==> config.mk <==
export PLATFORM = sky130hd
export DESIGN_NAME = cnms_ovl
export DESIGN_NICKNAME = d
export VERILOG_FILES = /design/src/hw/rtl/cnms_pkg.sv /design/src/hw/rtl/cnms_ovl.sv
export SDC_FILE = /design/constraint.sdc
export NUM_CORES = 2
export LEC_CHECK = 0
export BUFFER_PORTS_ARGS = -buffer_cell sky130_fd_sc_hd__buf_2
export CAP_MARGIN = 40
export CORE_MARGIN = 2
export CORE_UTILIZATION = 45
export CTS_CLUSTER_DIAMETER = 150
export DETAILED_ROUTE_END_ITERATION = 12
export PLACE_DENSITY_LB_ADDON = 0.05
export SETUP_SLACK_MARGIN = 0.2
export SLEW_MARGIN = 30
export SYNTH_ARGS = -nofsm -noshare
export SYNTH_HDL_FRONTEND = slang
export SYNTH_SLANG_ARGS = --single-unit
==> constraint.sdc <==
create_clock -name clk -period 39.4 [get_ports clk]
set_clock_uncertainty 0.2 [all_clocks]
set_input_delay 7.88 -clock clk [delete_from_list [all_inputs] [get_ports clk]]
set_output_delay 7.88 -clock clk [all_outputs]
set_load 0.05 [all_outputs]
==> src/hw/rtl/cnms_pkg.sv <==
`timescale 1ns / 1ps
`default_nettype none
package cnms_pkg;

  localparam int MAX_CANDIDATES = 1024;
  localparam int MAX_KEPT       = 64;
  localparam int KEPT_W         = $clog2(MAX_KEPT + 1);
  localparam int KIDX_W         = $clog2(MAX_KEPT);
  localparam int COORD_W        = 16;
  localparam int SCORE_W        = 16;
  localparam int LABEL_W        = 10;
  localparam logic [15:0] THR_RESET = 16'd29491;

  // One stored box
  typedef struct packed {
    logic [COORD_W-1:0] left;
    logic [COORD_W-1:0] top;
    logic [COORD_W-1:0] right;
    logic [COORD_W-1:0] bottom;
    logic [SCORE_W-1:0] score;
    logic [LABEL_W-1:0] label;
  } entry_t;

  localparam int ENTRY_W = $bits(entry_t);

  // Broadcast control for the sorted chain
  typedef struct packed {
    logic   ins;
    logic   pop;
    logic   clr;
    entry_t new_e;
  } cell_ctrl_t;

endpackage
`default_nettype wire

==> src/hw/rtl/cnms_ovl.sv <==
`timescale 1ns / 1ps
`default_nettype none
module cnms_ovl
  import cnms_pkg::*;
(
  input  wire logic        clk,
  input  wire logic        rst_n,
  input  wire logic        start,
  input  wire entry_t      a,
  input  wire entry_t      b,
  input  wire logic [15:0] thr,
  output logic             done,
  output logic             hit
);

  function automatic logic [15:0] span(input logic [15:0] lo, input logic [15:0] hi);
    span = (hi > lo) ? (hi - lo) : 16'd0;
  endfunction

  logic [15:0] ix1, iy1, ix2, iy2;
  logic [31:0] inter1_r, aa1_r, ab1_r;
  logic [31:0] inter2_r;
  logic [32:0] uni2_r;
  logic [31:0] inter3_r;
  logic [48:0] prod3_r;
  logic        uni3_nz_r;
  logic        v1_r, v2_r, v3_r;

  assign ix1 = (a.left > b.left) ? a.left : b.left;
  assign iy1 = (a.top > b.top) ? a.top : b.top;
  assign ix2 = (a.right < b.right) ? a.right : b.right;
  assign iy2 = (a.bottom < b.bottom) ? a.bottom : b.bottom;

  // stage 1: areas, stage 2: union, stage 3: threshold * union
  always_ff @(posedge clk) begin
    inter1_r  <= span(ix1, ix2) * span(iy1, iy2);
    aa1_r     <= span(a.left, a.right) * span(a.top, a.bottom);
    ab1_r     <= span(b.left, b.right) * span(b.top, b.bottom);
    inter2_r  <= inter1_r;
    uni2_r    <= {1'b0, aa1_r} + {1'b0, ab1_r} - {1'b0, inter1_r};
    inter3_r  <= inter2_r;
    prod3_r   <= {33'd0, thr} * {16'd0, uni2_r};
    uni3_nz_r <= (uni2_r != 33'd0);
  end

  always_ff @(posedge clk) begin
    if (!rst_n) begin
      v1_r <= 1'b0;
      v2_r <= 1'b0;
      v3_r <= 1'b0;
    end else begin
      v1_r <= start;
      v2_r <= v1_r;
      v3_r <= v2_r;
    end
  end

  assign done = v3_r;
  assign hit  = uni3_nz_r && ({1'b0, inter3_r, 16'd0} > prod3_r);

endmodule
`default_nettype wire

==> Word-level counts from Yosys, hierarchy flattened <==
Index checks and enable logic that the tools add are counted.
{ "totals": {"ff_bits": 246, "inputBits": 199, "word_cells": 46, "output_inout_bits": 2} }
{ "op_classes": {"n_mul": 4, "n_reduce_logical": 2, "order_cmp": 11, "addsub": 8, "mux": 10} }
{ "ops": {"columns": ["op", "count"], "rows": [
  ["16-bit 2-to-1 mux", 10],
  ["16-bit greater-than comparator", 8],
  ["16-bit by 16-bit multiplier with 32-bit output", 3],
  ["16-bit subtractor", 6],
  ["48-bit by 49-bit greater-than comparator with 1-bit output", 1],
  ["16-bit by 33-bit multiplier with 49-bit output", 1],
  ["32-bit by 32-bit adder with 33-bit output", 1],
  ["33-bit nonzero test", 1],
  ["33-bit by 32-bit subtractor with 33-bit output", 1],
  ["16-bit less-than comparator", 2],
  ["1-bit logical AND", 1]
]} }

==> Depth between registers and ports, before layout <==
{ "depth": {"ltp_word": 5, "mapped_depth": 47, "depth_no_buf": 45} }

==> Worst setup path after synthesis <==
Ideal clock, no wire load.
{ "synth_timing": {"path_kind": "in2reg", "start": "input b[27] (netlist bit)", "end": "register inter1_r[30]", "stages": 45, "n_path_buf": 3, "setup_slack_ns": 21.530, "setup_ns": 0.072, "arrival_ns": 17.598, "required_time_ns": 39.128, "path_cell_list": "inv_1 ha_1 a21o_1 a21o_1 a21oi_1 o21ai_1 a221o_1 a41oi_1 a21oi_1 buf_2 mux2i_1 ha_1 inv_1 fa_1 a21o_1 a21o_1 a2111oi_2 nor2_1 [... 9 more ...] fa_1 inv_1 fa_1 fa_1 fa_1 inv_1 fa_1 inv_1 ha_1 a21o_1 a21oi_1 o21ai_0 a221o_1 a221oi_1 a21oi_1 a211o_1 a21oi_1 xnor2_1"} }
{ "synth_between": {"elab_chain_cells": 5, "word_cells_on_any_way": 6} }
{ "synth_rtl": {"columns": ["element", "line_no", "source"], "rows": [
  ["start, declared", "cnms_ovl.sv:10", "input wire entry_t b,"],
  ["16-bit less-than comparator", "cnms_ovl.sv:32", "assign iy2 = (a.bottom < b.bottom) ? a.bottom : b.bottom;"],
  ["16-bit 2-to-1 mux *", "cnms_ovl.sv:32", null],
  ["16-bit subtractor or 16-bit greater-than comparator (tied branches)", "cnms_ovl.sv:17", "span = (hi > lo) ? (hi - lo) : 16'd0;"],
  ["16-bit 2-to-1 mux *", "cnms_ovl.sv:17", null],
  ["16-bit by 16-bit multiplier with 32-bit output *", "cnms_ovl.sv:36", "inter1_r <= span(ix1, ix2) * span(iy1, iy2);"],
  ["end signal, assigned", "cnms_ovl.sv:36", null],
  ["end, declared", "cnms_ovl.sv:21", "logic [31:0] inter1_r, aa1_r, ab1_r;"]
]} }
Every way passes the cells marked *; elsewhere a longest branch is shown, timed or not.
A chain may end at the register's enable or synchronous reset.

==> Final worst setup path <==
{ "layout_timing": {"start": "input b[87] (netlist bit)", "end": "register inter1_r[30]"} }
{ "layout_between": {"elab_chain_cells": 5, "word_cells_on_any_way": 6} }
{ "layout_rtl": {"columns": ["element", "line_no", "source"], "rows": [
  ["16-bit greater-than comparator", "cnms_ovl.sv:29", "assign ix1 = (a.left > b.left) ? a.left : b.left;"],
  ["16-bit 2-to-1 mux *", "cnms_ovl.sv:29", null],
  ["16-bit subtractor or 16-bit greater-than comparator (tied branches)", "cnms_ovl.sv:17", null],
  ["16-bit 2-to-1 mux *", "cnms_ovl.sv:17", null],
  ["16-bit by 16-bit multiplier with 32-bit output *", "cnms_ovl.sv:36", null]
]} }
Marked as above.

==> impl_metrics.toml <==
[status]
status = "finished clean"

[yosys]
async_flop_share_pct = 0
ys_seq_elements = 246
netlist-cell-type-count = 87
ys_warn_count = 0
postSynthNetCount = 8627
synth-edff-count = 0
syn_inst = 6720
avgSynthCellArea_sq_um = 8.581
ys_seq_area_share_pct = 8.540
synth_ff_type = "dfxtp_1"
netlist_area_sq_um = 57670

[clock_tree]
clock_path_buffers = 3
cts_tree = "done"
cts_resized = 0
cts_buffers = 23
hold_buffers = 0
root_buffer = "clkbuf_16"
htreeDepth = 1
clkTransAtPathRegs_ps = 70
post-cts-setup-buffer-count = 0
clk_latency_ps = 550
clock_sinks = 246

[layout]
syn2layout_area_growth_pct = 6.238
drive_above_1_share_pct = 5.467
fin_nets = 8640
nFillCells = 12660

[worst_setup_path]
timing.setup.critical_path_class = "in2reg"
cp_top_family = "adder cells"
worst_path_most_repeated_cell = "fa_1"
arrival_ps = 19040
cp_slowest_cell = "o41a_1"
critPathLaunchType = "input port"
crit_buf_inv = 6
rr_startpoint = "uni2_r[9]"
slowest_delay_ps = 820
path_max_fanout = 20
crit_start = "b[87]"
ff2ff_setup_slack_ps = 31890
endpoint_kind = "flop"
reg2reg_to = "prod3_r[43]"
cp_data_required_time_ps = 39660
reg2reg_depth = 24

[run]
drv_cap = 0

[global_routing]
grt_max_degree = 54
grt_pass1_wl_mm = 270.3
grt_pass1_vias = 46960
grt_overflow = 0
grt_usage_pct = 26.32
antenna_found_initial = 2

[timing]
period_minus_slack_ps = 18770
tightest_slew_ps = 879.1
finalSetupTns_ps = 0
relSlewSlack_pct = 41.40
maxClockFrequency_ghz = 0.05327
final-setup-viol-count = 0
fin_crit_sh_pct = 47.64
rsz0062_at_grt = "false"
maxSlewViolCount = 0
hold_viol_final = 0

[floorplan]
rows = 131
fp.dieW_microns = 362.0
io_pins = 201
core_area_sq_um = 127400
die_area_sq_um = 131000
initial_utilization_pct = 45.28
die_height_microns = 362.0

[placement]
port_buffers = 148
hpwlAfterDp_mm = 143.6
gp_congestion = 0.9323

[hold_path]
worstHoldStart = "inter2_r[6]"
hold_depth = 0
whs_endpoint = "inter3_r[6]"
hp-class = "reg2reg"

[route]
drt_iter0_drc = 2747
dr.pass1.iters = 6
wl_per_cell_microns = 20.08
avgViaCountPerCell = 5.330
drc_errors = 0
final_antenna_net_count = 0
num_vias = 44850
finalWirelength_mm = 169.0
-- flip-flops by register name (all words and copies together) (netlist names) --
| signal | count |
|---|---|
| inter3_r | 32 |
| uni2_r | 33 |
| aa1_r | 32 |
| uni3_nz_r | 1 |
| inter2_r | 32 |
| ab1_r | 32 |
| prod3_r | 49 |
| v1_r | 1 |
| done | 1 |
| inter1_r | 32 |
| v2_r | 1 |
-- placed cells by master, fill, tap and decap left out, types with 55 or more instances in the layout --
cell type  netlist  final
a21o_1         157    157
xor2_1          76     76
dfxtp_1        246    243
nand4_1         67     67
xnor2_1        155    155
and2_1         229    229
nor2_1         379    373
buf_2           26    149
fa_1          1052   1052
o21ai_0         95     95
ha_1           656    656
inv_1         1384   1384
nand3_1        111    111
a21oi_1        213    210
nand2_1        966    966
and3_1          71     71
nor3_1          63     55
-- worst reg2reg max path: cells and delay by family, from the launching register on --
family          cells  cell delay (ps)
simple gates        3              810
fa+ha+maj           7             3430
buf+inv             7              670
compound gates      6             1430
flops               1              670
xor+xnor            1              170
-- synthesized netlist by cell type, drive strengths merged, types with 18 or more instances --
cell type / n / area, sq um
or3: 38 / 237.7
nand2: 969 / 3645
a22oi: 33 / 247.7
nor3: 63 / 315.3
and2: 236 / 1484
a31oi: 18 / 112.6
o21a: 33 / 247.7
nor4: 23 / 165.2
a211oi: 28 / 210.2
buf: 37 / 205.2
nand3: 111 / 555.5
o21ai: 103 / 515.5
or2: 20 / 125.1
ha: 656 / 8208
xnor2: 156 / 1374
dfxtp: 246 / 4925
mux2: 20 / 225.2
o2111ai: 22 / 192.7
nand4: 67 / 419.2
nor2b: 47 / 294.0
clkbuf: 208 / 782.0
nand2b: 35 / 219.0
fa: 1052 / 21060
a21o: 157 / 1179
a21oi: 217 / 1109
inv: 1384 / 5195
nor2: 379 / 1423
o211ai: 26 / 195.2
o21bai: 25 / 187.7
and3: 71 / 444.2
xor2: 77 / 693.2
-- layer usage --
metal	part of all wire (%)	vias up	GRT usage (%)
met3	4.6	183	1.700
met1	46	22500	36.75
met2	47	1193	44.30
li1	-	20970	-
met4	2.9	2	7.083
met5	0.0077	-	0
-- worst max path at each step --
| stage | to | cells past startpoint |
|---|---|---|
| 4_1_cts | inter1_r[30] | 41 |
| 3_3_place_gp | inter1_r[30] | 41 |
| 6_report | inter1_r[30] | 37 |
| 5_1_grt | inter1_r[30] | 46 |
| 3_5_place_dp | inter1_r[30] | 37 |
| 2_1_floorplan | inter1_r[30] | 45 |
-- metrics by stage --
stage / cells / hold WS (ps) / instance area, sq um / utilization [%] / setup WS, ps
3_5_place_dp: 8361 / 112.1 / 60380 / 47.41 / 20140
5_1_grt: 8412 / 128.9 / 61260 / 48.10 / 20070
4_1_cts: 8403 / 123.7 / 61160 / 48.02 / 20700
2_1_floorplan: 6720 / 109.6 / 57670 / - / 21530
3_3_place_gp: 8333 / 112.0 / 60020 / 47.13 / 20140
6_report: 8414 / 121.2 / 61260 / 48.10 / 20630
-- cell type report --
type	count	area, sq um	area share [%]
Multi-Input combinational cell	4845	46750	76.30
Inverter	1384	5195	8.480
Sequential cell	246	4928	8.045
Tap cell	1662	2079	3.394
Timing Repair Buffer	233	1531	2.500
Clock buffer	29	628.1	1.025
Clock inverter	13	150.1	0.2451
Antenna cell	2	5.005	0.008169
-- logic make-up after synthesis --
family | share of synthesized area (%)
and+or+nand+nor | 16.75
adders and majority gates | 50.75
buffers and inverters | 10.72
AOI/OAI and AO/OA | 8.970
DFF | 8.540
xor gates and xnor gates | 3.584
muxes | 0.6856
Power is left out: the tool's default activity adds up to more than one toggle a clock period on the data nets, which glitch-free logic cannot reach.
