==> src/hw/rtl/cnms_ram.sv <==
`timescale 1ns / 1ps
`default_nettype none
module cnms_ram #(
  parameter int WIDTH = 8,
  parameter int DEPTH = 16
) (
  input  wire logic                     clk,
  input  wire logic                     we,
  input  wire logic [$clog2(DEPTH)-1:0] waddr,
  input  wire logic [WIDTH-1:0]         wdata,
  input  wire logic [$clog2(DEPTH)-1:0] raddr,
  output logic      [WIDTH-1:0]         rdata
);

  logic [WIDTH-1:0] mem [DEPTH];

  always_ff @(posedge clk) begin
    if (we) begin
      mem[waddr] <= wdata;
    end
    rdata <= mem[raddr];
  end

endmodule
`default_nettype wire

==> config.mk <==
export PLATFORM = sky130hd
export DESIGN_NAME = cnms_ram
export DESIGN_NICKNAME = d
export VERILOG_FILES = /design/src/hw/rtl/cnms_ram.sv
export SDC_FILE = /design/constraint.sdc
export NUM_CORES = 1
export LEC_CHECK = 0
export CORE_ASPECT_RATIO = 1.2
export CORE_MARGIN = 3
export CORE_UTILIZATION = 50
export DETAILED_ROUTE_END_ITERATION = 8
export DONT_BUFFER_PORTS = 1
export GPL_TIMING_DRIVEN = 0
export PLACE_DENSITY = 0.69
export REMOVE_ABC_BUFFERS = 1
export SKIP_CTS_REPAIR_TIMING = 1
export SLEW_MARGIN = 20
export SYNTH_ARGS = -nofsm -noshare
export SYNTH_HDL_FRONTEND = slang
export SYNTH_SLANG_ARGS = --single-unit
==> constraint.sdc <==
create_clock -name clk -period 2 [get_ports clk]
set_clock_uncertainty 0.1 [all_clocks]
set_input_delay 0.2 -clock clk [delete_from_list [all_inputs] [get_ports clk]]
set_output_delay 0.2 -clock clk [all_outputs]
set_load 0.005 [all_outputs]
### Word level (Yosys, flattened, before mapping)

Memories as Yosys holds them, arrays and structs flattened. A register that Yosys moved wholly into a read port is not among the register bits.
Cells that the tools add are included.

* mux-type cells: 2

Operator list (number)
* $mux 1: 2

* word-level logic and storage cells: 3
* output and inout bits: 8
* bits of input ports: 18
* RAM bits: 128
* flip-flop bits (word level): 0
* memories kept: 1

Memories
* mem: depth 16, width 8, read ports 1, clocked after memory_dff 1, wr ports 1, line 15 `logic [WIDTH-1:0] mem [DEPTH];`

### Logic depth before layout (Yosys ltp)

Gate-level depths: netlist (run 1).

* depth in word-level cells: 2
* depth in mapped cells: 5
* depth with buffers taken out: 3

### Worst setup path before layout (run 1)

Ideal clock, no wire load.

* path type: input to register
* from: input waddr[2]
* to: memory mem[0][0], enable pin
* stages: 2
* required time: 1.517 ns
* library setup time: 0.383 ns
* slack: 0.207 ns
* buffers on the path: 0
* data arrival time: 1.310 ns
* path through: or3b_2 -> nor3_1

RTL lines
* from (decl): line 9 `input wire logic [$clog2(DEPTH)-1:0] waddr,`
* to (decl): line 15

No word-level cell before the write port.

### Worst setup path in the final report (run 1)

* from: input waddr[1]
* to: memory mem[0][7], enable pin

No word-level cell before the write port.

==> metrics.md, run 1 <==
| Metric | Value |
|---|---|
| Critical path depth in cells | 2 |
| CP endpoint kind | flip-flop |
| Outcome | finished, violations left |
| Worst EP arrival | 1.58 ns |
| Sequential fraction of the synthesis area | 77.8% |
| Worst Hold Class | input pin to flip-flop |
| Via density | 6.04 |
| CTS buffer count | 17 |
| Syn Area/Cell | 22.5 um2 |
| Final min period | 1.65 ns |
| # port buffers | 0 |
| GRT Overall Usage | 17.2% |
| Met2 wire len | 4.65 mm |
| Critical path startpoint category | input pin |
| Synth area leader | edfxtp_1 |
| Met3 routed WL | 688 um |
| Slew Limit Fails | 0 |
| Max Root-Sink Buffers | 2 |
| YS warnings | 0 |
| CP max-delay cell | nor3_2 |
| Netlist cell types | 19 |
| Non-Filler Cell Area, Final | 5880 um2 |
| Initial DRC Count | 195 |
| Setup TNS | 0 ns |
| H-tree depth | 4 |
| Gp weighted congestion | 0.707 |
| Fin. Hold Viols | 1 |
| Failing checks | negative hold slack |
| Most frequent cells in the layout | 128 x edfxtp_1, 18 x mux4_2, 17 x clkbuf_16, 16 x a22oi_1, 14 x mux4_1 |
| Dpl ws | 0.0886 ns |
| Worst Path Buf+Inv | 1 |
| Clock Tree Root | clkbuf_16 |
| Area of the multi-input gates | 1080 um2 |
| Core area | 9760 um2 |
| Ant. Diodes | 0 |
| M1 wire length | 3.85 mm |
| Yosys reg bits | 136 |
| Nets | 266 |
| Period Utilization, post-route | 82.5% |
| FF-to-FF Start | mem[1][1]$_DFFE_PP_ |
| Max IR drop VDD | 0.000744 V |
| Final core occ | 60.3% |
| R2R Setup Slk | 0.47 ns |
| CP max FO | 8 |
| Yosys top cell area share | 74.7% |
| Max Fclk | 0.606 GHz |
| Share of cells above drive strength 1 | 18.4% |
| Row Count | 39 |
| Area delta synth->final | 14.3% |
| Worst hold margin | -0.00512 ns |
| Hold path start | raddr[1] |
| Slew @ Worst Pin | 0.955 ns |
| Largest net degree at the start of global routing | 33 |
| Commonest non-fill, non-tap cell in the layout | edfxtp_1 |
| DRT Pass-1 Iters | 4 |
| Placed cell areas | 5240 um2 |
| Largest delay share family, worst path | simple AND/OR/NAND/NOR gates |
| DR top layer | met4 |
| Reg clk slew, reported paths | 0.05 ns |
| Die span in x | 98.6 um |
| Initial antenna violation count | 0 |
| Placed cells | 342 |
| Fill cell count | 694 |
| Category of the critical setup timing path | input pin to flip-flop |
| Final WL | 9.33 mm |
| Mapped Cells | 229 |
| Pwr Density | 1070 nW/um2 |
| Setup ws final | 0.349 ns |
| R2R Path End | rdata[1]$_DFF_P_ |
| Critical Path RT | 1.93 ns |
| Hold Path Cell Cnt | 3 |
| Vias in the first global route | 2353 |
| Slowest stage delay, CP | 0.73 ns |
| Top post-synthesis cells by area | edfxtp_1 75%, mux4_2 7.9%, mux4_1 7.1%, dfxtp_1 3.1%, a22oi_1 2.3% |
| ANT nets after route | 0 |
| Relative slew slack | 36.1% |
| Io pins | 26 |
| FF/Latch Area | 4000 um2 |
| Clock latency reported for the late side of the worst-skew pair | 0.40 ns |
| DR vias | 2320 |
| Global route overflow | 0 |
| Design Power | 6.29 mW |
| Initial Utilization | 52.7% |
| Die Ht | 117 um |
| Clk sink count | 136 |
| First-pass GRT wire length | 13.7 mm |
| Hpwl dp | 5.44 mm |
| DIE AREA | 11600 um2 |
| CTS tree | done |
| # setup viols final | 0 |
| Max_cap viols | 0 |
| Critical-path cell list | dlygate4sd3_1, nor3_2 |
| Wire per inst | 24.3 um |
| R2R depth | 3 |
| RSZ-0062 raised after global routing | no |
| Mapped Area | 5150 um2 |
| DRC | 0 |
| Layout Cells excl Fill | 384 |
| Leak pwr | 1.90 nW |
| Hold worst-path end | rdata[4]$_DFF_P_ |
-- registers in the layout, indices dropped and copies added (netlist names) --
name	cells
rdata	8
mem	128
-- where the power goes --
group | switching (mW) | internal (mW)
logic | 0.116 | 0.103
clock network | 1.05 | 1.81
registers | 0.0194 | 3.19
-- worst max path at each step --
stage | start | endpoint | slack, ns
3_5_place_dp | waddr[2] | mem[1][5]$_DFFE_PP_ | 0.09
5_1_grt | waddr[1] | mem[0][1]$_DFFE_PP_ | 0.28
3_3_place_gp | waddr[2] | mem[0][4]$_DFFE_PP_ | -0.32
2_1_floorplan | waddr[2] | mem[0][0]$_DFFE_PP_ | 0.21
4_1_cts | mem[0][5]$_DFFE_PP_ | rdata[5]$_DFF_P_ | 0.47
6_report | waddr[1] | mem[0][7]$_DFFE_PP_ | 0.35
-- kinds of logic after synthesis --
family,Yosys count,share of synthesized area (%)
mux,32,15.0
buf+inv,10,1.68
simple gates,35,3.18
compound gates,16,2.33
flops,136,77.8
-- area by class of cell --
class,count,area share (%)
tap,123,2.62
multi-input combinational,83,18.3
sequential,136,68.1
timing repair buffer,10,1.70
clock inverter,11,1.81
clock buffer,21,7.49
-- worst register-to-register path, delay by kind of cell (launching register included) --
| family | cells | cell delay (ns) |
|---|---|---|
| DFF | 1 | 0.35 |
| and+or+nand+nor | 1 | 0.12 |
| AOI/OAI and AO/OA | 1 | 0.30 |
| muxes | 1 | 0.53 |
-- metal layers --
layer / track usage, % / up-vias
li1: - / 1014
met1: 22.3 / 1209
met5: 0 / -
met3: 6.22 / 10
met4: 6.01 / 0
met2: 27.5 / 87
-- synth_stat cells --
cell type,count
nand3b_1,2
buf_6,3
dfxtp_1,8
mux4_2,18
mux4_1,14
nor2b_1,1
or3b_2,1
nand2_1,9
nand2b_1,2
buf_4,1
nand3_1,1
nor2_1,13
and2_1,1
buf_2,3
and2b_1,1
nor3_1,4
a22oi_1,16
edfxtp_1,128
clkdlybuf4s25_2,3
Power figures use the tool's default switching activity.
==> run 2, diff against run 1 <==
Settings changed: ABC_AREA set to 1, PLACE_DENSITY 0.69 to 0.72.
Clock period 2 ns to 1.33 ns, I/O delays scaled along.
==> run 2 against run 1 <==
Worst setup slack worse by 0.21 ns. Critical path depth increased by 2. Sequential cell count unchanged. Sequential share of layout area down 5.9 points. The run still ends with negative hold slack left. Hold slack got worse by 0.17 ns. Largest cell class unchanged. Final area grew 9.5%. Wire length up 32%. Total power up 54%. Critical path type unchanged. Clock power up 55%.
==> metrics.md, run 2 <==
| Metric | Value |
|---|---|
| Leak pwr | 2.73 nW |
| Initial Utilization | 51.8% |
| Max Root-Sink Buffers | 2 |
| Failing checks | negative hold slack |
| Mapped Area | 5770 um2 |
| Hpwl dp | 6.95 mm |
| Commonest non-fill, non-tap cell in the layout | nand2_1 |
| Synth area leader | edfxtp_1 |
| DR vias | 3696 |
| Core area | 11100 um2 |
| Mapped Cells | 551 |
| CP startpoint | raddr[3] |
| Via density | 5.13 |
| Initial DRC Count | 358 |
| CP max-delay cell | dlygate4sd3_1 |
| Relative slew slack | 39.7% |
| First-pass GRT wire length | 18.6 mm |
| R2R Setup Slk | 0.16 ns |
| Non-Filler Cell Area, Final | 6440 um2 |
| FF/Latch Area | 4000 um2 |
| # port buffers | 0 |
| # setup viols final | 0 |
| DRC | 0 |
| Io pins | 26 |
| Ant. Diodes | 0 |
| Fill cell count | 898 |
| CTS tree | done |
| R2R Path End | rdata[4]$_DFF_P_ |
| Yosys reg bits | 136 |
| Hold Path Cell Cnt | 3 |
| Die span in x | 104 um |
| Critical Path RT | 1.52 ns |
| Pwr Density | 1510 nW/um2 |
| Setup ws final | 0.136 ns |
| FF-to-FF Start | mem[0][4]$_DFFE_PP_ |
| Area delta synth->final | 11.7% |
| Nets | 573 |
| Row Count | 42 |
| Design Power | 9.71 mW |
| Gp weighted congestion | 0.784 |
| Area of the multi-input gates | 1210 um2 |
| Fin. Hold Viols | 8 |
| Slowest stage delay, CP | 0.75 ns |
| Worst hold margin | -0.175 ns |
| Max Fclk | 0.838 GHz |
| Period Utilization, post-route | 89.8% |
| CP endpoint kind | flip-flop |
| Clock latency reported for the late side of the worst-skew pair | 0.42 ns |
| Die Ht | 124 um |
| Top post-synthesis cells by area | edfxtp_1 67%, nand2_1 11%, nand3_1 8.4%, inv_1 6.5%, dfxtp_1 2.8% |
| Clock Tree Root | clkbuf_16 |
| Largest registers | mem x128, rdata x8 |
| Final min period | 1.19 ns |
| Placed cell areas | 5790 um2 |
| Category of the critical setup timing path | input pin to flip-flop |
| Share of cells above drive strength 1 | 4.59% |
| Asr flop ratio synth | 0% |
| Most frequent cells in the layout | 173 x nand2_1, 128 x edfxtp_1, 100 x inv_1, 97 x nand3_1 |
| Netlist cell types | 12 |
| Critical path endpoint | rdata[0]$_DFF_P_ |
| ANT nets after route | 0 |
| Clk sink count | 136 |
| Vias in the first global route | 3572 |
| Post-synth EDFFs | 128 |
| Global route overflow | 0 |
| H-tree depth | 4 |
| Largest net degree at the start of global routing | 66 |
| Final WL | 12.3 mm |
| Sequential fraction of the synthesis area | 69.4% |
| Critical path startpoint category | input pin |
| DRT Pass-1 Iters | 7 |
| Layout Cells excl Fill | 721 |
| DIE AREA | 12900 um2 |
| Top cells by count, synth | 173 x nand2_1, 128 x edfxtp_1, 100 x inv_1 |
| Worst Hold Class | input pin to flip-flop |
| CP max FO | 9 |
| Dpl ws | -0.425 ns |
| Top_reg_cell synth | edfxtp_1 |
| CTS buffer count | 17 |
| Largest register FFs | 128 |
| GRT Overall Usage | 19.8% |
| Reg clk slew, reported paths | 0.05 ns |
| Reg with most FFs | mem |
| Final core occ | 57.8% |
| YS warnings | 0 |
| RSZ-0062 raised after global routing | no |
| Outcome | finished, violations left |
| Placed cells | 681 |
| Max_cap viols | 0 |
| Worst EP arrival | 1.38 ns |
| Yosys top cell area share | 66.7% |
| Max IR drop VDD | 0.000611 V |
| Initial antenna violation count | 0 |
| Most common cell in the netlist | nand2_1 |
| Syn Area/Cell | 10.5 um2 |
| Critical-path cell list | dlygate4sd3_1, inv_1, nand3_1, nand2_1 |
| Slew @ Worst Pin | 0.901 ns |
| Wire per inst | 17.1 um |
| Slew Limit Fails | 0 |
| R2R depth | 6 |
-- run 2: report_power, final --
group | internal (mW) | total [mW] | switching (mW)
registers | 4.80 | 4.83 | 0.0298
logic | 0.132 | 0.454 | 0.322
clock network | 2.84 | 4.43 | 1.60
-- run 2: worst max-delay path: cells and delay by family --
| kind | cells | cell delay, ns |
|---|---|---|
| buffers and inverters | 2 | 0.97 |
| AND/OR/NAND/NOR | 2 | 0.28 |
-- run 2: final cells by class --
class	count	area share, %
Inverter	102	5.98
Clock buffer	26	7.44
Tap cell	154	2.99
Multi-Input combinational cell	289	18.8
Timing Repair Buffer	9	1.40
Sequential cell	136	62.2
Clock inverter	5	1.17
-- run 2: metal layers --
layer | wire, um | global-route usage [%] | vias to the layer above
li1 | - | - | 1779
met1 | 4690 | 23.7 | 1732
met2 | 6340 | 33.5 | 160
met3 | 970 | 6.48 | 25
met4 | 298 | 7.98 | 0
met5 | 0 | 0 | -
-- run 2: worst min-delay path by stage --
stage,end,slack [ns],startpoint
after global placement,mem[10][2]$_DFFE_PP_,0.13,wdata[2]
after floorplan,mem[0][0]$_DFFE_PP_,0.13,wdata[0]
after global routing,rdata[2]$_DFF_P_,-0.17,raddr[2]
after detailed placement,mem[5][5]$_DFFE_PP_,0.13,wdata[5]
final,rdata[2]$_DFF_P_,-0.17,raddr[2]
after CTS,mem[5][5]$_DFFE_PP_,-0.30,wdata[5]
-- run 2: per-stage QoR --
stage               hold WS, ns  TNS (ns)
floorplan                 0.132         0
global placement          0.133    -14.18
detailed placement        0.133    -17.95
CTS                      -0.300   -0.0185
global route             -0.170         0
finish                   -0.175         0
-- run 2: cells by family (layout without fill, tap and decap cells) --
logic type             count (synthesis)  after routing  share of synthesized area (%)
buffers and inverters                126            142                           9.52
DFF                                  136            136                           69.4
and+or+nand+nor                      289            289                           21.0
==> run 3, diff against run 2 <==
Settings changed: CORE_UTILIZATION 50 to 51, PLACE_DENSITY 0.72 to 0.73.
==> run 3 against run 2 <==
The run still ends with negative hold slack left. Core utilization up 2.3 points. Sequential power barely moved. Final area increased by 0.58%.
==> metrics.md, run 3 (same netlist as run 2, synthesis figures left out) <==
| Metric | Value |
|---|---|
| DRT Pass-1 Iters | 5 |
| Reg with most FFs | mem |
| Initial Utilization | 53.5% |
| # setup viols final | 0 |
| Die Ht | 122 um |
| Leak pwr | 2.76 nW |
| Design Power | 10.1 mW |
| Met2 wire len | 6.29 mm |
| Period Utilization, post-route | 91.0% |
| Vias in the first global route | 3632 |
| Hold Path Cell Cnt | 3 |
| Seq pwr share | 47.6% |
| Outcome | finished, violations left |
| Via density | 5.35 |
| Failing checks | negative hold slack |
| Commonest non-fill, non-tap cell in the layout | nand2_1 |
| Worst EP arrival | 1.40 ns |
| First-pass GRT wire length | 18.4 mm |
| Largest registers | mem x128, rdata x8 |
| Largest register FFs | 128 |
| CTS buffer count | 17 |
| Max IR drop VDD | 0.000886 V |
| Net switching power | 1.94 mW |
| CP endpoint kind | flip-flop |
| Fin. Hold Viols | 8 |
| Slew Limit Fails | 0 |
| Worst hold margin | -0.160 ns |
| DIE AREA | 12600 um2 |
| Critical Path RT | 1.52 ns |
| Max Root-Sink Buffers | 2 |
| Max_cap viols | 0 |
| CTS tree | done |
| RSZ-0062 raised after global routing | no |
| H-tree depth | 4 |
| Share of cells above drive strength 1 | 5.46% |
| Die span in x | 103 um |
| Slew @ Worst Pin | 0.880 ns |
| DR vias | 3729 |
| Critical path startpoint category | input pin |
| Reg clk slew, reported paths | 0.05 ns |
| Row Count | 41 |
| Io pins | 26 |
| GRT Overall Usage | 20.8% |
| CP max FO | 9 |
| Largest net degree at the start of global routing | 66 |
| DRC | 0 |
| Met3 routed WL | 782 um |
| Gp weighted congestion | 0.817 |
| Sw frac | 19.2% |
| Pwr Density | 1570 nW/um2 |
| Combinational power share | 4.4% |
| Clk sink count | 136 |
| R2R depth | 6 |
| Relative slew slack | 41.1% |
| P_int | 8.20 mW |
| ANT nets after route | 0 |
| # port buffers | 0 |
| Final WL | 12.2 mm |
| Hpwl dp | 6.79 mm |
| Most frequent cells in the layout | 173 x nand2_1, 128 x edfxtp_1, 100 x inv_1, 97 x nand3_1 |
| Global route overflow | 0 |
| Max Fclk | 0.826 GHz |
| DR top layer | met4 |
| Area delta synth->final | 12.3% |
| M1 wire length | 4.76 mm |
| Nets | 573 |
| Worst Hold Class | input pin to flip-flop |
| Final min period | 1.21 ns |
| Clock Tree Root | clkbuf_16 |
| Wire per inst | 17.5 um |
| Initial antenna violation count | 0 |
| Category of the critical setup timing path | input pin to flip-flop |
| Ant. Diodes | 0 |
| Fill cell count | 814 |
| Clock latency reported for the late side of the worst-skew pair | 0.41 ns |
| Clock power share | 47.9% |
| Initial DRC Count | 405 |
| Core area | 10800 um2 |
[run 3: per-stage QoR]
step	cells	util (%)	setup WS [ns]	area [um2]	setup TNS [ns]
2_1_floorplan	527	-	0.117	5600	0
3_3_place_gp	656	53.5	-0.351	5760	-14.20
3_5_place_dp	656	53.5	-0.389	5760	-18.71
4_1_cts	688	59.3	0.0215	6380	0
5_1_grt	697	60.1	0.0526	6480	0
6_report	697	60.1	0.120	6480	0
[run 3: worst max-delay path: stages]
cell and delay [ns]:
dlygate4sd3_1 0.76, inv_1 0.23, nand3_1 0.19, nand2_1 0.09
[run 3: area by class of cell]
type	count	area (um2)	area share [%]
multi-input cells	289	1210	18.7
clock inverters	9	145	2.24
repair buffers	9	90.1	1.39
flip-flops and latches	136	4000	61.8
well taps	129	161	2.49
clock buffers	23	478	7.38
inverters	102	385	5.95
[run 3: final timing paths]
check / from / to / slack [ns]
max: raddr[3] / rdata[0]$_DFF_P_ / 0.12
min: raddr[2] / rdata[7]$_DFF_P_ / -0.16
min reg2reg: mem[12][1]$_DFFE_PP_ / rdata[1]$_DFF_P_ / 0.58
max reg2reg: mem[6][0]$_DFFE_PP_ / rdata[0]$_DFF_P_ / 0.16
[run 3: metal layers]
metal / vias to the layer above / track usage (%)
li1: 1784 / -
met1: 1777 / 25.3
met2: 141 / 34.1
met3: 27 / 5.91
met4: 0 / 9.80
met5: - / 0
[run 3: power groups by stage]
| stage | sequential (mW) | combinational, mW | clock (mW) |
|---|---|---|---|
| after global routing | 4.84 | 0.502 | 5.09 |
| after CTS | 4.83 | 0.361 | 4.90 |
| after global placement | 4.91 | 0.344 | 0 |
| after floorplan | 4.91 | 0.259 | 0 |
| final | 4.83 | 0.450 | 4.86 |
| after detailed placement | 4.91 | 0.356 | 0 |
