**config.mk**
```make
export PLATFORM = sky130hd
export DESIGN_NAME = cnms_cell
export DESIGN_NICKNAME = d
export VERILOG_FILES = /design/src/hw/rtl/cnms_pkg.sv /design/src/hw/rtl/cnms_cell.sv
export SDC_FILE = /design/constraint.sdc
export NUM_CORES = 1
export LEC_CHECK = 0
export BUFFER_PORTS_ARGS = -buffer_cell sky130_fd_sc_hd__buf_4
export CAP_MARGIN = 10
export CORE_AREA = 2 2 143 145
export CTS_BUF_LIST = sky130_fd_sc_hd__clkbuf_16
export DETAILED_ROUTE_END_ITERATION = 7
export DIE_AREA = 0 0 145 147
export PLACE_DENSITY = 0.57
export SETUP_SLACK_MARGIN = 0.02
export SYNTH_ARGS = -nofsm -noshare
export SYNTH_HDL_FRONTEND = slang
export SYNTH_SLANG_ARGS = --single-unit
```
**constraint.sdc**
```tcl
create_clock -name clk -period 9.4 [get_ports clk]
set_clock_uncertainty 0.2 [all_clocks]
set_input_delay 0.94 -clock clk [delete_from_list [all_inputs] [get_ports clk]]
set_output_delay 0.94 -clock clk [all_outputs]
set_load 0.02 [all_outputs]
```
**src/hw/rtl/cnms_pkg.sv**
```systemverilog
`timescale 1ns / 1ps
`default_nettype none
package cnms_pkg;

  localparam int MAX_CANDIDATES = 1024;
  localparam int MAX_KEPT       = 64;
  localparam int KEPT_W         = $clog2(MAX_KEPT + 1);
  localparam int KIDX_W         = $clog2(MAX_KEPT);
  localparam int COORD_W        = 16;
  localparam int SCORE_W        = 16;
  localparam int LABEL_W        = 10;
  localparam logic [15:0] THR_RESET = 16'd29491;

  // One stored box
  typedef struct packed {
    logic [COORD_W-1:0] left;
    logic [COORD_W-1:0] top;
    logic [COORD_W-1:0] right;
    logic [COORD_W-1:0] bottom;
    logic [SCORE_W-1:0] score;
    logic [LABEL_W-1:0] label;
  } entry_t;

  localparam int ENTRY_W = $bits(entry_t);

  // Broadcast control for the sorted chain
  typedef struct packed {
    logic   ins;
    logic   pop;
    logic   clr;
    entry_t new_e;
  } cell_ctrl_t;

endpackage
`default_nettype wire

```
**src/hw/rtl/cnms_cell.sv**
```systemverilog
`timescale 1ns / 1ps
`default_nettype none
module cnms_cell
  import cnms_pkg::*;
(
  input  wire logic       clk,
  input  wire logic       rst_n,
  input  wire cell_ctrl_t ctrl,
  input  wire entry_t     prev_e,
  input  wire logic       prev_v,
  input  wire logic       prev_after,
  input  wire entry_t     next_e,
  input  wire logic       next_v,
  output entry_t          e,
  output logic            v,
  output logic            after
);

  entry_t e_r, e_nxt;
  logic   v_r, v_nxt;

  // new item lands behind every entry of equal or higher score
  assign after = v_r && (e_r.score >= ctrl.new_e.score);
  assign e = e_r;
  assign v = v_r;

  always_comb begin
    e_nxt = e_r;
    v_nxt = v_r;
    if (ctrl.clr) begin
      v_nxt = 1'b0;
    end else if (ctrl.pop) begin
      e_nxt = next_e;
      v_nxt = next_v;
    end else if (ctrl.ins && !after) begin
      if (prev_after) begin
        e_nxt = ctrl.new_e;
        v_nxt = 1'b1;
      end else begin
        e_nxt = prev_e;
        v_nxt = prev_v;
      end
    end
  end

  always_ff @(posedge clk) begin
    if (!rst_n) begin
      v_r <= 1'b0;
    end else begin
      v_r <= v_nxt;
    end
  end

  always_ff @(posedge clk) begin
    e_r <= e_nxt;
  end

endmodule
`default_nettype wire

```
# Word-level counts from Yosys, hierarchy flattened
# Cells that the tools add are included.
totals:
  reg_bits: 91
  input_bits: 278
  output_inout_bits: 92
  elab_cells: 22
classes:
  magnitude_cmp: 1
  muxes: 6
  bitwise_logic: 2
  reduce_logical: 6
op_table:
  columns: ["operator", "count"]
  rows:
  - ["two-way mux 90 bit", 3]
  - ["greater-or-equal comparator 16 bit", 1]
  - ["two-way mux 1 bit", 3]
  - ["logical AND 1 bit", 2]
  - ["NOT 1 bit", 2]
  - ["AND reduction 2 bit", 1]
  - ["nonzero test 2 bit", 1]
  - ["OR reduction 2 bit", 1]
  - ["zero test 1 bit", 1]

# Longest topological paths before layout
# Gate-level depths: netlist (run 1).
depth:
  depth_word: 6
  ltp_mapped: 7
  depth_no_buf: 7

# Worst setup path before layout (run 1)
# No wires, ideal clock.
synth_path:
  path_kind: "input port to flip-flop"
  from: "input ctrl[10] (netlist name)"
  to: "register e_r, in the netlist e[0], enable pin"
  setup_time_ns: 0.698
  arrival_ns: 8.950
  t_required_ns: 8.502
  slack_ns: -0.447
  path_stages: 6
  n_path_buf: 0
  path_cell_list: "ha_1 -> nand2b_4 -> a2111o_1 -> a311oi_2 -> o41ai_1 -> a311oi_1"
synth_via:
  elab_chain_cells: 6
synth_rtl:
  columns: ["element", "line_no", "source"]
  rows:
  - ["start: declaration", "cnms_cell.sv:8", "input wire cell_ctrl_t ctrl,"]
  - ["greater-or-equal comparator 16 bit", "cnms_cell.sv:23", "assign after = v_r && (e_r.score >= ctrl.new_e.score);"]
  - ["logical AND 1 bit", "cnms_cell.sv:23", null]
  - ["zero test 1 bit", "cnms_cell.sv:35", "end else if (ctrl.ins && !after) begin"]
  - ["logical AND 1 bit", "cnms_cell.sv:35", null]
  - ["nonzero test 2 bit (no line)", null, null]
  - ["AND reduction 2 bit (no line)", null, null]
  - ["end signal: assignment", "cnms_cell.sv:55", "e_r <= e_nxt;"]
  - ["end: declaration", "cnms_cell.sv:19", "entry_t e_r, e_nxt;"]
# Every way passes these cells.
# A chain may end at the register's enable or synchronous reset.

# Worst setup path in the final report (run 1)
layout_path:
  from: "input ctrl[10] (netlist name)"
  to: "register e_r, in the netlist e[6], enable pin"
# The elaborated chain is that of the path after synthesis.

==> results of run 1 <==
## logic make-up (layout without fill, tap and decap cells)
group / after synthesis / count (layout) / share of synthesized area [%]
AO/OA/AOI/OAI: 109 / 109 / 11.7
adder cells (fa/ha/maj): 16 / 16 / 3.99
buffers and inverters: 48 / 404 / 3.82
flip-flops: 91 / 91 / 54.3
multiplexers: 90 / 90 / 18.0
AND/OR/NAND/NOR: 104 / 104 / 8.23
## cell type report
class	count	area, sq um
multi-input cells	319	2120
clock inverters	4	68.8
well taps	270	338
repair buffers	373	2800
inverters	18	67.6
fillers	2002	11500
clock buffers	9	225
flip-flops and latches	91	2720
## through the flow
step | worst slack (ps) | area [sq um] | utilization (%)
floorplan | 2700 | 5020 | -
global placement | 4910 | 8050 | 40.6
detailed placement | 4870 | 8050 | 40.6
CTS | 5260 | 8340 | 42.0
global route | 5080 | 8340 | 42.0
finish | 5280 | 8340 | 42.0
## flip-flops by register name, indices dropped and copies added, names as in the netlist
name,count
v,1
e,90
## layout by cell type (no fill, tap or decap), types with 4 or more instances in the layout
master and n:
buf_4 373, nand2_1 94, o21ai_0 93, mux2i_1 90
edfxtp_1 90, inv_1 18, ha_1 16, clkbuf_16 9
a21oi_1 7, nor2_1 4
## worst max-delay path, delay by kind of cell
kind	cells	cell delay, ps
adders and majority gates	1	280
buffers and inverters	3	1220
AOI/OAI and AO/OA	4	1220
and+or+nand+nor	1	140
## path summary, 6_finish.rpt
kind,to,start,cells past startpoint,slack [ps]
max,e[6],ctrl[10],9,5280
min,v,v,1,460
max reg2reg,e[6],e[10],9,5600
min reg2reg,v,v,1,460
## metal layers
| layer | vias to the layer above | GRT usage, % | share of wire, % |
|---|---|---|---|
| li1 | 2370 | - | - |
| met1 | 2048 | 18.3 | 41 |
| met2 | 205 | 26.7 | 49 |
| met3 | 23 | 4.22 | 7.5 |
| met4 | 0 | 6.29 | 2.5 |
| met5 | - | 0 | 0 |
## power by group through the flow
stage               clock (mW)  sequential [mW]  combinational (mW)
finish                   0.372            0.493               0.274
floorplan                    0            0.540              0.0841
global placement             0            0.501               0.278
CTS                      0.386            0.494               0.280
detailed placement           0            0.502               0.280
global route             0.401            0.497               0.301
==> results.md, run 1 <==
- Drt pass-1 iters: 4
- Skew-Pair Late Insertion Delay: 340 ps
- Max-Cap Viols: 0
- Leakage: 3.97 nW
- Top cells by area, synth: edfxtp_1 54%, mux2i_1 18%, o21ai_0 9.3%, nand2_1 7.0%, ha_1 4.0%
- Non-Filler Instances: 1084
- GP Congestion: 0.789
- Sequential area share after synthesis: 54.3%
- Pint: 0.855 mW
- Initial Util: 25.3%
- Cts repair resizes: 0
- Primary FF master, synth: edfxtp_1
- Vias per inst: 4.29
- Worst-Margin Slew: 791 ps
- IO Count: 370
- Max Slew Vio Count: 0
- Crit-path slowest cell: buf_4
- Die area: 21300 sq um
- WL per Instance: 15.4 um
- Top cell type's share of synthesized area: 53.9%
- Post-synthesis async set-or-reset flop share: 0%
- Power, Total: 1.14 mW
- Setup crit end kind: flop
- Cts bufs inserted: 9
- Final setup fails: 0
- Post-CTS setup buffer count: 0
- Final wirelength: 16700 um
- Global-route wire length before repair: 25700 um
- PortBufs: 369
- Status: complete, no violations
- Commonest cells post-synth: 94 x nand2_1, 93 x o21ai_0, 90 x edfxtp_1, 90 x mux2i_1, 19 x clkbuf_1
- Largest net degree at the start of global routing: 95
- Count leader, synth: nand2_1
- Initial antenna violation count: 0
- Yosys warning count: 0
- Top cell by count, worst path: buf_4
- Vias in the first global route: 4742
- HP Class: flop to flop
- Clk sinks: 91
- Critical path type: primary input to flop
- Yosys reg bits: 91
- Critical Path AT: 3890 ps
- Post-layout min period: 4120 ps
- Post-synth net total: 752
- ANT cells: 0
- Crit share post-route: 43.8%
- Hold slack: 456 ps
- Startpoint types: primary input
- DRC: 0
- Cell taking the most area after synthesis: edfxtp_1
- Num rows: 52
- DIE WIDTH: 145 um
- Die height: 147 um
- Power per cell area: 137 nW/um^2
- EDFF count, synth: 90
- Cells after Synth: 458
- Hold_buf cts: 0
- Max stage delay on crit path: 620 ps
- RSZ-0062 raised after global routing: no
- Psw: 0.285 mW
- CTS Buffer Depth: 2
- Combinational Power Share: 24.1%
- Final hold violations: 0
- Synth-to-Final Area Change: 66.3%
- Slew HR: 47.3%
- Root Driver: clkbuf_16
- DR vias: 4646
- Switching share of power: 25.0%
- Layout cells sized above 1: 47.8%
- Clock group share of total power: 32.6%
- CTS tree: done
- GRT overflow: 0
- Clock slew at reported path FFs: 60 ps
- Dpl cells: 1071
- Req. time, crit path: 9170 ps
- Post-DRT Antenna Nets: 0
- Worst VDD drop: 0.0773 mV
- H-Tree Depth: 3
- Total negative slack: 0 ps
- Worst-path cell chain: buf_4 > ha_1 > nand2b_4 > a2111o_1 > a311oi_2 > o41ai_1 > a311oi_4 > buf_4 > buf_4
- Syn avg cell area: 11.0 sq um
- Core area: 19800 sq um
- Final net count: 1106
- Distinct cells, synth: 25
- Sequential Power Share: 43.3%
- Iter 0 DRT Violations: 181
- Crit-path max FO: 51
- Post-detail-place hpwl: 13400 um
- Post-Syn Area: 5020 sq um
- All-layer global routing usage: 15.5%
- Max Clock Freq: 0.243 GHz
No activity file was read; power rests on OpenSTA's default activity.
==> inputs of run 2 (changes only) <==
--- a/config.mk
+++ b/config.mk
@@ -7,11 +7,11 @@
 export LEC_CHECK = 0
 export BUFFER_PORTS_ARGS = -buffer_cell sky130_fd_sc_hd__buf_4
 export CAP_MARGIN = 10
-export CORE_AREA = 2 2 143 145
+export CORE_AREA = 2 2 144 146
 export CTS_BUF_LIST = sky130_fd_sc_hd__clkbuf_16
 export DETAILED_ROUTE_END_ITERATION = 7
-export DIE_AREA = 0 0 145 147
-export PLACE_DENSITY = 0.57
+export DIE_AREA = 0 0 146 148
+export PLACE_DENSITY = 0.54
 export SETUP_SLACK_MARGIN = 0.02
 export SYNTH_ARGS = -nofsm -noshare
 export SYNTH_HDL_FRONTEND = slang
==> constraint.sdc (replaced) <==
create_clock -name clk -period 3.93 [get_ports clk]
set_clock_uncertainty 0.2 [all_clocks]
set_input_delay 0.393 -clock clk [delete_from_list [all_inputs] [get_ports clk]]
set_output_delay 0.393 -clock clk [all_outputs]
set_load 0.02 [all_outputs]
==> run 2 against run 1 <==
  * Critical endpoint is now after
  * Critical path depth down 1
  * Non-clock buffer count rose by 1
  * Hold slack lost 330 ps
  * Critical path type is now flop to primary output
==> results.md, run 2 (synthesis gave the netlist of run 1 again) <==
- Status: complete, no violations
- Synth-to-Final Area Change: 67.7%
- Sequential Power Share: 42.9%
- Core Util, Final: 42.0%
- Vias in the first global route: 4793
- Switching share of power: 25.2%
- Final setup fails: 0
- Skew-Pair Late Insertion Delay: 340 ps
- Vias per inst: 4.29
- Setup crit end kind: primary output
- Num rows: 52
- Root Driver: clkbuf_16
- Hold Path Depth: 3
- WL per Instance: 15.5 um
- PortBufs: 369
- Startpoint types: flop
- CTS tree: done
- Layout cells sized above 1: 47.9%
- Critical path type: flop to primary output
- Worst r2r dst: e[83]
- Fill cell count: 2032
- H-Tree Depth: 3
- Hold_buf cts: 0
- Cts bufs inserted: 9
- Crit share post-route: 76.7%
- IO Count: 370
- Final wirelength: 16800 um
- Reg2Reg Setup Slack: 970 ps
- Psw: 0.691 mW
- Die area: 21600 sq um
- DIE WIDTH: 146 um
- Max Clock Freq: 0.332 GHz
- Max Slew Vio Count: 0
- Worst r2r src: e[10]
- Final Instance Area: 8410 sq um
- RSZ-0062 raised after global routing: no
- GP Congestion: 0.761
- Req. time, crit path: 3340 ps
- HP Class: primary input to flop
- Initial antenna violation count: 0
- Post-detail-place hpwl: 13400 um
- Clock slew at reported path FFs: 70 ps
- Die height: 148 um
- Iter 0 DRT Violations: 185
- Slew HR: 47.5%
- Initial Util: 25.0%
- Worst VDD drop: 0.177 mV
- Largest net degree at the start of global routing: 97
- Drt pass-1 iters: 4
- Commonest cells after routing, fill and taps aside: 371 x buf_4, 94 x nand2_1, 93 x o21ai_0
- Clock group share of total power: 33.0%
- Power per cell area: 327 nW/um^2
- Final net count: 1107
- Global-route wire length before repair: 25800 um
- DRC: 0
- Cts repair resizes: 0
- DR vias: 4670
- Total negative slack: 0 ps
- Post-DRT Antenna Nets: 0
- Crit-path max FO: 2
- Most common cell after layout, fill and taps aside: buf_4
- Clk sinks: 91
- Worst r2r path cells: 8
- Combinational Power Share: 24.1%
- All-layer global routing usage: 15.4%
- Critical Path AT: 2420 ps
- ANT cells: 0
- Post-layout min period: 3010 ps
- Worst-Margin Slew: 788 ps
- Core area: 20000 sq um
- Max-Cap Viols: 0
- Placed cell areas: 8100 sq um
- Final hold violations: 0
- CTS Buffer Depth: 2
- Hold path start: next_e[40]
- Min-Delay Endpoint: e[40]
- Max FFs per register: 90
- Pint: 2.06 mW
- Post-CTS setup buffer count: 0
- GRT overflow: 0
- Leakage: 4.00 nW
- Power, Total: 2.75 mW
run 2: per-layer routing:
metal | track usage, % | wire (um) | vias to the layer above
li1 | - | - | 2371
met1 | 17.2 | 6550 | 2069
met2 | 27.9 | 8590 | 215
met3 | 4.75 | 1430 | 15
met4 | 4.95 | 263 | 0
met5 | 0 | 0 | -
run 2: per-stage QoR:
stage          std cells  setup WS, ps  hold WS [ps]
2_1_floorplan        458          -871           380
3_3_place_gp        1072           859           443
3_5_place_dp        1072           847           443
4_1_cts             1088           874           110
5_1_grt             1088           791           127
6_report            1088           917           130
run 2: worst max-delay path by stage:
stage	from	cells after the start	end
after global routing	e[10]	8	after
after global placement	ctrl[10]	8	e[86]
after floorplan	e[10]	7	e[0]
after detailed placement	ctrl[10]	8	e[86]
after CTS	e[10]	8	after
final	e[10]	8	after
run 2: layout make-up:
| type | count | area [sq um] | area share (%) |
|---|---|---|---|
| timing repair buffer | 374 | 2850 | 33.8 |
| multi-input combinational | 319 | 2130 | 25.3 |
| clock buffer | 9 | 225 | 2.68 |
| sequential | 91 | 2720 | 32.4 |
| inverter | 18 | 67.6 | 0.803 |
| tap | 270 | 338 | 4.02 |
| clock inverter | 7 | 86.3 | 1.03 |
run 2: worst max-delay path, cell delays in order (launching register included):
cell      delay [ps]
edfxtp_1         390
inv_1             70
ha_1             220
nand2b_4         130
a2111o_1         390
a311oi_2         330
o41ai_2          160
and2_2           230
buf_4            160
run 2: power by group through the flow:
stage,Clock [mW],Sequential [mW],Combinational (mW)
after detailed placement,0,1.20,0.675
after global placement,0,1.20,0.674
after global routing,0.975,1.19,0.726
final,0.907,1.18,0.663
after floorplan,0,1.29,0.204
after CTS,0.941,1.18,0.677
==> inputs of run 3 (changes only) <==
==> constraint.sdc (replaced) <==
create_clock -name clk -period 3 [get_ports clk]
set_clock_uncertainty 0.2 [all_clocks]
set_input_delay 0.3 -clock clk [delete_from_list [all_inputs] [get_ports clk]]
set_output_delay 0.3 -clock clk [all_outputs]
set_load 0.02 [all_outputs]
==> run 3 against run 2 <==
  * Total power rose by 32%
  * Die area did not move
  * Combinational power rose by 38%
  * Highest routed layer unchanged
  * Sequential power rose by 31%
  * Cell count rose by 1.6%
  * Via count rose by 0.71%
==> results.md, run 3 (synthesis gave the netlist of run 1 again) <==
- Status: complete, no violations
- DR vias: 4703
- Setup crit end kind: primary output
- Commonest cells after routing, fill and taps aside: 383 x buf_4, 94 x nand2_1, 93 x o21ai_0
- Max Slew Vio Count: 0
- Post-layout min period: 2890 ps
- Die area: 21600 sq um
- Final setup fails: 0
- Max layer used: met4
- Iter 0 DRT Violations: 144
- Sequential Power Share: 42.5%
- Synth-to-Final Area Change: 71.8%
- DIE WIDTH: 146 um
- Clock group share of total power: 32.3%
- GP Congestion: 0.761
- Met3 wire length: 1470 um
- Fill cell count: 2016
- Crit share post-route: 96.3%
- Clk sinks: 91
- Met2 routed WL: 8650 um
- Crit-path max FO: 2
- Storage element area: 2720 sq um
- Placed cell areas: 8260 sq um
- Initial antenna violation count: 2
- HP Class: primary input to flop
- Crit-path slowest cell: a2111o_1
- Hold_buf cts: 0
- RSZ-0062 raised after global routing: yes
- Met1 wire length: 6710 um
- Final net count: 1124
- Final wirelength: 17100 um
- Post-detail-place hpwl: 13900 um
- Max stage delay on crit path: 400 ps
- DRC: 0
- Switching share of power: 25.0%
- ANT cells: 0
- Slew HR: 64.1%
- Pint: 2.73 mW
- H-Tree Depth: 3
- Power per cell area: 422 nW/um^2
- Num rows: 52
- Req. time, crit path: 2500 ps
- Clock slew at reported path FFs: 70 ps
- Leakage: 4.11 nW
- Largest net degree at the start of global routing: 98
- Post-DRT Antenna Nets: 0
- Final Instance Area: 8620 sq um
- Cts bufs inserted: 9
- Core area: 20000 sq um
- Hold slack: 33.6 ps
- Max FFs per register: 90
- Most common cell after layout, fill and taps aside: buf_4
- IO Count: 370
- Initial Util: 25.0%
- Worst path bufs/invs: 2
- Startpoint types: flop
- Drt pass-1 iters: 5
- GRT overflow: 0
- CTS Buffer Depth: 2
- Psw: 0.911 mW
- Global-route wire length before repair: 25700 um
- Max Clock Freq: 0.346 GHz
- Max-Cap Viols: 0
- Power, Total: 3.64 mW
- Total negative slack: 0 ps
- Layout cells sized above 1: 49.0%
- Crit path max-delay family: compound AO/OA/AOI/OAI gates
- CTS tree: done
- WL per Instance: 15.5 um
- Worst VDD drop: 0.236 mV
- Critical Path AT: 2390 ps
- Vias in the first global route: 4731
- Vias per inst: 4.26
- All-layer global routing usage: 15.3%
- Root Driver: clkbuf_16
- Core Util, Final: 43.0%
- Multi-input logic area: 2140 sq um
- Combinational Power Share: 25.2%
- Worst-Margin Slew: 539 ps
- Skew-Pair Late Insertion Delay: 340 ps
- PortBufs: 369
- Final hold violations: 0
- Die height: 148 um
- Worst-path cell chain: inv_1 > ha_1 > nand2b_4 > a2111o_1 > a311oi_4 > o41ai_2 > and2_2 > buf_4
- Critical path type: flop to primary output
## run 3: cell count changes in the layout (fill, tap and decap cells not counted), sizes merged
| cell | delta |
|---|---|
| clkbuf | +1 |
| buf | +16 |
## run 3: final timing paths
kind,slack [ps],depth (start not counted),to,startpoint
worst min-delay path,30,3,e[18],next_e[18]
worst min register to register,450,1,v,v
worst max register to register,130,9,e[81],e[10]
worst max-delay path,110,8,after,e[10]
## run 3: repair_timing
item / in CTS / in global routing
resized for setup: 0 / 1
setup buffers: 0 / 2
setup endpoints to repair: 0 / 81
## run 3: layout make-up
| type | instances | share of cell area, % |
|---|---|---|
| Clock buffer | 9 | 2.61 |
| Clock inverter | 7 | 1.00 |
| Inverter | 18 | 0.784 |
| Multi-Input combinational cell | 319 | 24.8 |
| Sequential cell | 91 | 31.6 |
| Tap cell | 270 | 3.92 |
| Timing Repair Buffer | 391 | 35.3 |
## run 3: power by group through the flow
stage	sequential (mW)	clock [mW]	combinational [mW]
floorplan	1.69	0	0.268
global placement	1.57	0	0.919
detailed placement	1.57	0	0.919
CTS	1.55	1.21	0.919
global route	1.55	1.26	1.00
finish	1.55	1.18	0.916
## run 3: metrics by stage
stage	worst slack, ps	std cells
2_1_floorplan	-1800	458
3_3_place_gp	19.8	1086
3_5_place_dp	1.07	1086
4_1_cts	21.9	1102
5_1_grt	18.1	1105
6_report	112	1105
## run 3: worst reg2reg max path, cell delays in order (launching register included)
cell and delay (ps):
edfxtp_1 380, inv_1 70, ha_1 210, nand2b_4 130
a2111o_1 400, a311oi_4 300, o41ai_2 160, a311oi_4 340
buf_12 210, buf_12 170
## run 3: metal layers
layer,global-route usage [%],up-vias
met5,0,-
met4,5.00,0
met3,4.91,19
met2,27.5,225
met1,17.3,2053
li1,-,2406
